==> src/hdl/fspa_pkg.sv <==
// Package for the fit-strategy pool allocator: sizes, codes and sequencer states.
// No dependencies.
package fspa_pkg;
  localparam int MaxEntries = 16;
  localparam int IdxW       = 4;
  localparam int CntW       = 5;
  localparam int AddrW      = 16;
  localparam int LenW       = 17;

  localparam logic [1:0] ST_OK       = 2'd0;
  localparam logic [1:0] ST_NOFIT    = 2'd1;
  localparam logic [1:0] ST_FULL     = 2'd2;
  localparam logic [1:0] ST_NOTFOUND = 2'd3;

  localparam logic [1:0] FIT_FIRST = 2'd0;
  localparam logic [1:0] FIT_BEST  = 2'd1;
  localparam logic [1:0] FIT_WORST = 2'd2;

  localparam logic [1:0] REG_POOL = 2'd0;
  localparam logic [1:0] REG_FIT  = 2'd1;

  typedef enum logic [2:0] {
    S_IDLE, S_SCAN, S_DECIDE, S_SHIFT, S_STATS, S_OUT
  } state_t;
endpackage

==> src/hdl/fspa_table.sv <==
// Entry table of the pool allocator: start and length memories.
// Depends on fspa_pkg.
module fspa_table import fspa_pkg::*; (
  input  logic             clk,
  input  logic             we,
  input  logic [IdxW-1:0]  waddr,
  input  logic [AddrW-1:0] wstart,
  input  logic [LenW-1:0]  wlen,
  input  logic [IdxW-1:0]  raddr,
  output logic [AddrW-1:0] rstart,
  output logic [LenW-1:0]  rlen
);
  logic [AddrW-1:0] mem_start [MaxEntries];
  logic [LenW-1:0]  mem_len   [MaxEntries];

  always_ff @(posedge clk) begin
    if (we) begin
      mem_start[waddr] <= wstart;
      mem_len[waddr]   <= wlen;
    end
    rstart <= mem_start[raddr];
    rlen   <= mem_len[raddr];
  end
endmodule

==> src/hdl/fit_strategy_pool_allocator.sv <==
// Pool allocator with first, best or worst fit, top level.
// Uses fspa_pkg and fspa_table.
//
// Usage: requests arrive on in_* (valid/ready); each gives one result item on
// out_* (valid/ready). pool_size and fit_strategy sit on an APB-style port,
// register 0 at 0x0, register 1 at 0x4; write only while idle.
// One request is handled at a time; in_ready is low while it is in work.
// The table is one registered-read memory, so every pass walks it in steps
// that first set the address and then compare the read data. An item passes
// through accept, scan, decide, shift, stats and out, in that order.
// An allocation shifts the entries after its gap up to make room; a free
// shifts the entries after the freed one down.
// A zero size or a full table skips the scan and goes to the stats walk.
// The result stays in an output register until taken; a stalled receiver
// just holds the block in the output state.
// Reset (rst_n low, synchronous) empties the table and restores
// pool_size 65536 and first fit. No clearing pass is needed: only entries
// below the live count are read.
module fit_strategy_pool_allocator import fspa_pkg::*; (
  input  logic             clk,
  input  logic             rst_n,
  input  logic             in_valid,
  output logic             in_ready,
  input  logic             in_action,
  input  logic [15:0]      in_req_size,
  input  logic [15:0]      in_free_addr,
  output logic             out_valid,
  input  logic             out_ready,
  output logic [1:0]       out_status,
  output logic [15:0]      out_alloc_addr,
  output logic [4:0]       out_active_count,
  output logic [16:0]      out_total_allocated,
  output logic [16:0]      out_free_bytes,
  output logic [16:0]      out_max_gap,
  output logic [4:0]       out_free_fragments,
  input  logic             psel,
  input  logic             penable,
  input  logic             pwrite,
  input  logic [2:0]       paddr,
  input  logic [31:0]      pwdata,
  output logic [31:0]      prdata,
  output logic             pready
);
  state_t state_r, state_nxt;

  logic [LenW-1:0]  pool_size_r;
  logic [1:0]       fit_r;
  logic [CntW-1:0]  count_r;
  logic             act_r;
  logic [LenW-1:0]  need_r;
  logic [AddrW-1:0] target_r;
  logic [CntW-1:0]  k_r;       // gap / entry walk index
  logic             rd_ok_r;   // memory read data is valid for k_r
  logic [LenW-1:0]  prev_end_r;
  logic             pick_ok_r;
  logic [CntW-1:0]  pick_r;
  logic [LenW-1:0]  pick_size_r, pick_begin_r;
  logic             found_r;
  logic [1:0]       status_r;
  logic [AddrW-1:0] addr_r;
  logic [LenW-1:0]  sum_r, largest_r;
  logic [CntW-1:0]  frags_r;
  logic [CntW-1:0]  sh_r;      // shift pointer
  logic             sh_rd_r;

  logic             we;
  logic [IdxW-1:0]  waddr, raddr;
  logic [AddrW-1:0] wstart, rstart;
  logic [LenW-1:0]  wlen, rlen;

  fspa_table u_table (
    .clk, .we, .waddr, .wstart, .wlen, .raddr, .rstart, .rlen
  );

  // APB
  assign pready = 1'b1;
  logic cfg_wr;
  assign cfg_wr = psel && penable && pwrite;
  always_comb begin
    prdata = '0;
    case (paddr[2])
      1'b0:    prdata = {15'd0, pool_size_r};
      default: prdata = {30'd0, fit_r};
    endcase
  end

  logic [LenW-1:0] pool_lim;
  assign pool_lim = pool_size_r[16] ? 17'h10000 : pool_size_r;

  // Shared gap unit: gap k ends at entry k start (from memory) or pool limit.
  logic             last_gap;
  logic [LenW-1:0]  gap_end, gap_sz;
  logic [LenW-1:0]  ent_end;
  assign last_gap = (k_r == count_r);
  assign gap_end  = last_gap ? pool_lim : {1'b0, rstart};
  assign gap_sz   = (gap_end > prev_end_r) ? gap_end - prev_end_r : '0;
  assign ent_end  = {1'b0, rstart} + rlen;

  logic take;
  always_comb begin
    take = 1'b0;
    if (gap_sz >= need_r) begin
      unique case (fit_r)
        FIT_BEST:  take = !pick_ok_r || gap_sz < pick_size_r;
        FIT_WORST: take = !pick_ok_r || gap_sz > pick_size_r;
        default:   take = !pick_ok_r;
      endcase
    end
  end

  logic [LenW-1:0] req_al;
  assign req_al = ({1'b0, in_req_size} + 17'd7) & ~17'd7;

  // memory address / write control
  always_comb begin
    raddr  = k_r[IdxW-1:0];
    we     = 1'b0;
    waddr  = sh_r[IdxW-1:0];
    wstart = rstart;
    wlen   = rlen;
    if (state_r == S_SHIFT && status_r == ST_OK) begin
      if (!act_r) begin
        raddr = sh_r[IdxW-1:0] - 1'b1;
        if (sh_r == pick_r) begin
          we = 1'b1; wstart = pick_begin_r[AddrW-1:0]; wlen = need_r;
        end else we = sh_rd_r;
      end else begin
        raddr = sh_r[IdxW-1:0] + 1'b1;
        we    = sh_rd_r;
      end
    end
  end

  // next state
  logic scan_done, shift_done;
  assign scan_done  = rd_ok_r && (last_gap || (act_r && found_r));
  assign shift_done = act_r ? (sh_r + 5'd1 >= count_r) : (sh_r == pick_r);
  always_comb begin
    state_nxt = state_r;
    unique case (state_r)
      S_IDLE:   if (in_valid) state_nxt = S_SCAN;
      S_SCAN:   if (status_r != ST_OK) state_nxt = S_STATS;
                else if (scan_done) state_nxt = S_DECIDE;
      S_DECIDE: state_nxt = S_SHIFT;
      S_SHIFT:  if (status_r != ST_OK || shift_done) state_nxt = S_STATS;
      S_STATS:  if (rd_ok_r && last_gap) state_nxt = S_OUT;
      S_OUT:    if (out_ready) state_nxt = S_IDLE;
      default:  state_nxt = S_IDLE;
    endcase
  end

  // outputs
  always_comb begin
    in_ready  = (state_r == S_IDLE);
    out_valid = (state_r == S_OUT);
  end
  assign out_status          = status_r;
  assign out_alloc_addr      = addr_r;
  assign out_active_count    = count_r;
  assign out_total_allocated = sum_r;
  assign out_free_bytes      = (pool_lim > sum_r) ? pool_lim - sum_r : '0;
  assign out_max_gap         = largest_r;
  assign out_free_fragments  = frags_r;

  always_ff @(posedge clk) begin
    if (!rst_n) begin
      state_r     <= S_IDLE;
      count_r     <= '0;
      pool_size_r <= 17'h10000;
      fit_r       <= FIT_FIRST;
    end else begin
      state_r <= state_nxt;
      if (cfg_wr) begin
        if (paddr[2] == REG_POOL[0]) pool_size_r <= pwdata[16:0];
        else fit_r <= pwdata[1:0];
      end
      unique case (state_r)
        S_IDLE: if (in_valid) begin
          act_r <= in_action; need_r <= req_al; target_r <= in_free_addr;
          k_r <= '0; rd_ok_r <= 1'b0; prev_end_r <= '0;
          pick_ok_r <= 1'b0; found_r <= 1'b0; addr_r <= '0;
          status_r <= ST_OK;
          if (!in_action) begin
            if (in_req_size == 16'd0) status_r <= ST_NOFIT;
            else if (count_r >= CntW'(MaxEntries)) status_r <= ST_FULL;
          end
        end
        S_SCAN: begin
          if (status_r != ST_OK) begin
            // early error skips the scan: set up the stats walk
            k_r <= '0; rd_ok_r <= 1'b0; prev_end_r <= '0;
            sum_r <= '0; largest_r <= '0; frags_r <= '0;
          end else if (!rd_ok_r) rd_ok_r <= 1'b1;
          else if (!act_r) begin
            if (take) begin
              pick_ok_r <= 1'b1; pick_r <= k_r;
              pick_size_r <= gap_sz; pick_begin_r <= prev_end_r;
            end
            prev_end_r <= ent_end;
            if (!last_gap) begin
              k_r <= k_r + 1'b1; rd_ok_r <= 1'b0;
            end
          end else begin
            if (!last_gap && rstart == target_r) begin
              found_r <= 1'b1; pick_r <= k_r;
            end else if (!last_gap) begin
              k_r <= k_r + 1'b1; rd_ok_r <= 1'b0;
            end
          end
        end
        S_DECIDE: begin
          sh_rd_r <= 1'b0;
          if (!act_r) begin
            if (!pick_ok_r) status_r <= ST_NOFIT;
            else addr_r <= pick_begin_r[AddrW-1:0];
            sh_r <= count_r;
          end else begin
            if (!found_r) status_r <= ST_NOTFOUND;
            sh_r <= pick_r;
          end
        end
        S_SHIFT: begin
          if (status_r != ST_OK) begin
          end else if (!act_r) begin
            if (sh_r == pick_r) count_r <= count_r + 1'b1;
            else if (!sh_rd_r) sh_rd_r <= 1'b1;
            else begin sh_r <= sh_r - 1'b1; sh_rd_r <= 1'b0; end
          end else begin
            if (shift_done) count_r <= count_r - 1'b1;
            else if (!sh_rd_r) sh_rd_r <= 1'b1;
            else begin sh_r <= sh_r + 1'b1; sh_rd_r <= 1'b0; end
          end
          if (state_nxt == S_STATS) begin
            k_r <= '0; rd_ok_r <= 1'b0; prev_end_r <= '0;
            sum_r <= '0; largest_r <= '0; frags_r <= '0;
          end
        end
        S_STATS: begin
          if (!rd_ok_r) rd_ok_r <= 1'b1;
          else begin
            if (gap_sz != '0) begin
              frags_r <= frags_r + 1'b1;
              if (gap_sz > largest_r) largest_r <= gap_sz;
            end
            if (!last_gap) begin
              sum_r <= sum_r + rlen; prev_end_r <= ent_end;
              k_r <= k_r + 1'b1; rd_ok_r <= 1'b0;
            end
          end
        end
        default: ;
      endcase
    end
  end
endmodule
==> config.mk <==
export PLATFORM = sky130hd
export DESIGN_NAME = fit_strategy_pool_allocator
export DESIGN_NICKNAME = d
export VERILOG_FILES = /design/src/hdl/fspa_pkg.sv /design/src/hdl/fspa_table.sv /design/src/hdl/fit_strategy_pool_allocator.sv
export SDC_FILE = /design/constraint.sdc
export NUM_CORES = 1
export LEC_CHECK = 0
export ABC_AREA = 1
export BUFFER_PORTS_ARGS = -buffer_cell sky130_fd_sc_hd__buf_2
export CORE_ASPECT_RATIO = 0.75
export CORE_MARGIN = 5
export CORE_UTILIZATION = 45
export CTS_BUF_LIST = sky130_fd_sc_hd__clkbuf_8
export DETAILED_ROUTE_END_ITERATION = 6
export SKIP_CTS_REPAIR_TIMING = 1
export SYNTH_ARGS = -nofsm -noshare
export SYNTH_HDL_FRONTEND = slang
export SYNTH_SLANG_ARGS = --single-unit
export TNS_END_PERCENT = 5
==> constraint.sdc <==
create_clock -name clk -period 15.15 [get_ports clk]
set_input_delay 3.03 -clock clk [delete_from_list [all_inputs] [get_ports clk]]
set_output_delay 3.03 -clock clk [all_outputs]
set_load 0.05 [all_outputs]
==> results.md <==
* Vias in the first global route at 24526
* Failing checks: design-rule violations
* Area growth from synthesis to layout at 12.3%
* Initial Util at 0.454
* Clk slew on worst S/H paths at 0.06 ns
* Hpwl dp at around 64000 um
* Crit path time final at about 7 ns
* CTS Buffer Depth at 3
* CTS Sinks at between 700 and 800
* Fmax at between 100 and 150 MHz
* Worst slew pin tran at ~1.2 ns
* Cts bufs inserted at between 100 and 150
* P_leak at between 0.015 and 0.02 uW
* Fin. Hold Viols at 0
* Hold Startpoint: prev_end_r[9]$_DFFE_PP_
* MaxCap Viol Count at 0
* Pwr Density at 131 mW/mm^2
* DRT iter0 DRCs at about 2700
* Sequential area share after synthesis at 0.626
* Worst relative slew slack at 0.181
* FP Rows at around 90
* FF+latch count, synth at between 700 and 800
* Top cell by count, worst path: o21ai_0
* Delay-heaviest family, CP: compound AO/OA/AOI/OAI gates
* Io pins at 189
* Crit Path Class: flop to primary output
* Largest net degree at the start of global routing at about 110
* Layout cells sized above 1 at 0.118
* TritonCTS clock tree: yes
* Ant diodes at 0
* Pins Over Slew Limit at 0
* WP buf/inv at 2
* Final net count at between 3000 and 4000
* Clock latency on the worst-skew pair at between 0.7 and 0.8 ns
* Flop pwr share at 0.479
* Initial antenna violation count at 0
* CP required at 12.12 ns
* Most common cell after layout, fill and taps aside: edfxtp_1
* Total gr overflow at 0
* Status: finished with violations
* Worst path arrival time at about 4 ns
* GRT Overall Usage at 0.237
* Comb pwr share at 0.202
* DR vias/cell at around 5.6
* Chip height at roughly 250 um
* Unrepaired setup endpoints after global routing: false
* Cells after synthesis at between 3000 and 4000
* Hold crit path type: flop to flop
* Psw at approximately 1600 uW
* Routed via count at roughly 26000
* First-pass GRT wire length at between 100000 and 150000 um
* Sw frac at 0.312
* Most frequent cells in the layout: edfxtp_1, nor2_1, o21ai_0, nand2_1, inv_1
* Period utilization at 0.466
* Clock skew at approximately 0.038 ns
* Yosys warns at 0
* Largest stage delay, worst path at roughly 0.46 ns
* Crit path capture type: primary output
* DRC Markers at 2
* Final setup violation count at 0
* CP startpoint: pool_size_r[16]$_SDFFE_PN1P_
* Routed Antenna Nets at 0
* Placer Congestion at between 0.9 and 1
* DR pass1 iterations at 7
* CP startpoint kind: flop
* Die ar. at approximately 0.083 sq mm
* Clock power share at 0.319
* Average size of a mapped cell at around 11 sq um
* Average wire per standard cell at 22.3 um
* WL final at between 100000 and 150000 um
* Distinct cell type count after synthesis at 48
* CTS HTree Levels at 3
* Clk root buf: clkbuf_8
* Critical Path, Cell by Cell: inv_1, nand2_1, ha_1, fa_1, o21ai_0, a21oi_1, o21ai_0, a21oi_1, o21ai_0, xor2_1, nor2_1, buf_2
* Fin worst setup slack at ~8.1 ns
* Slowest cell on crit path: dfxtp_1
* Worst R2R Start: k_r[2]$_DFFE_PP_
* I/O Buffers at around 160
* Synthesized area at 0.0348 sq mm
* Floorplan core area at approximately 0.077 sq mm
* Peak VDD IR at about 0.067 mV
* Setup_tns at 0 ns
* DP Worst Slack at ~8.3 ns
* Cell-internal power at between 3000 and 4000 uW
* Die width at 331 um
* Maximum net fanout on the critical path at 17
## registers in the layout, indices dropped and copies added (netlist names), 14 cells and up
name                 flops
u_table.mem_len        272
u_table.rlen            17
out_max_gap             17
prev_end_r              17
u_table.rstart          16
out_alloc_addr          16
need_r                  14
u_table.mem_start      256
target_r                16
out_total_allocated     17
pick_begin_r            16
pick_size_r             17
pool_size_r             17
## power groups by stage
stage | logic, uW | registers [uW] | clock network, uW
6_report | 1030 | 2450 | 1630
4_1_cts | 1020 | 2440 | 1660
5_1_grt | 1150 | 2440 | 1760
2_1_floorplan | 682 | 2470 | 0
3_3_place_gp | 983 | 2480 | 0
3_5_place_dp | 1010 | 2490 | 0
## synth_stat cells (all sizes together)
| master | instances | area, sq um |
|---|---|---|
| edfxtp | 685 | 20600 |
| a21oi | 150 | 751 |
| o221ai | 67 | 587 |
| a211oi | 1 | 7.51 |
| conb | 2 | 7.51 |
| nand3 | 105 | 538 |
| nor2 | 459 | 1740 |
| o311ai | 2 | 17.5 |
| o21ai | 404 | 2030 |
| inv | 309 | 1160 |
| nand2 | 364 | 1370 |
| dfxtp | 60 | 1200 |
| xor2 | 35 | 307 |
| a31oi | 8 | 65.1 |
| nor4 | 6 | 43.8 |
| nand4 | 23 | 144 |
| o21a | 3 | 22.5 |
| nor3 | 33 | 165 |
| o21bai | 35 | 263 |
| a21boi | 3 | 22.5 |
| o2111ai | 1 | 8.76 |
| o31ai | 2 | 15.0 |
| o211ai | 75 | 563 |
| and3 | 1 | 6.26 |
| and2 | 3 | 18.8 |
| or2 | 5 | 31.3 |
| buf | 85 | 488 |
| xnor2 | 32 | 280 |
| a21o | 7 | 52.6 |
| clkbuf | 74 | 283 |
| clkinv | 1 | 3.75 |
| nor3b | 4 | 30.0 |
| o22ai | 33 | 206 |
| ha | 132 | 1650 |
| fa | 6 | 120 |
| nand3b | 4 | 30.0 |
## per-stage QoR
stage	instances	utilization	area, sq um	power (uW)	hold slack (ns)
detailed placement	4332	0.480	36800	3500	0.442
finish	4545	0.509	39100	5110	0.451
floorplan	3233	-	34900	3160	0.426
global route	4545	0.509	39100	5350	0.458
CTS	4545	0.509	39100	5120	0.450
global placement	4332	0.480	36800	3470	0.441
## path summary, 6_finish.rpt
kind | cells after the start | end | slack [ns]
setup / recovery | 12 | out_free_bytes[14] | 8.09
hold / removal | 0 | pick_begin_r[9]$_DFFE_PP_ | 0.45
hold reg to reg | 0 | pick_begin_r[9]$_DFFE_PP_ | 0.45
setup reg to reg | 28 | pick_begin_r[15]$_DFFE_PP_ | 8.49
## kinds of logic (layout without fill, tap and decap cells)
| kind of cell | count (synthesis) | in the layout | share of synthesized area |
|---|---|---|---|
| flip-flops | 745 | 745 | 0.626 |
| AO/OA/AOI/OAI | 791 | 791 | 0.133 |
| buffers and inverters | 469 | 746 | 0.0556 |
| XOR/XNOR | 67 | 67 | 0.0169 |
| AND/OR/NAND/NOR | 1007 | 1007 | 0.118 |
| adder cells (fa/ha/maj) | 138 | 138 | 0.0509 |
| other | 2 | 16 | 0.000216 |
## routing by layer
layer  up-vias  wire (um)  GRT usage
li1      11797          -          -
met1     12561      45600      0.352
met2       996      45400      0.363
met3       168       8010     0.0429
met4         0       2230     0.0601
met5         -          0          0
## area by class of cell
type / count / area [sq um]
Fill cell: 6831 / 37700
Timing Repair Buffer: 223 / 1290
Multi-Input combinational cell: 2019 / 11300
Clock inverter: 82 / 437
Inverter: 310 / 1170
Sequential cell: 745 / 21800
Tap cell: 1035 / 1290
Clock buffer: 131 / 1800
## worst reg2reg max path, delay by kind of cell, from the launching register on
family	cells	cell delay, ns
AO/OA/AOI/OAI	1	0.16
AND/OR/NAND/NOR	19	3.32
adder cells (fa/ha/maj)	2	0.71
flip-flops	1	0.49
buffers and inverters	6	1.57
Power figures use the tool's default switching activity.
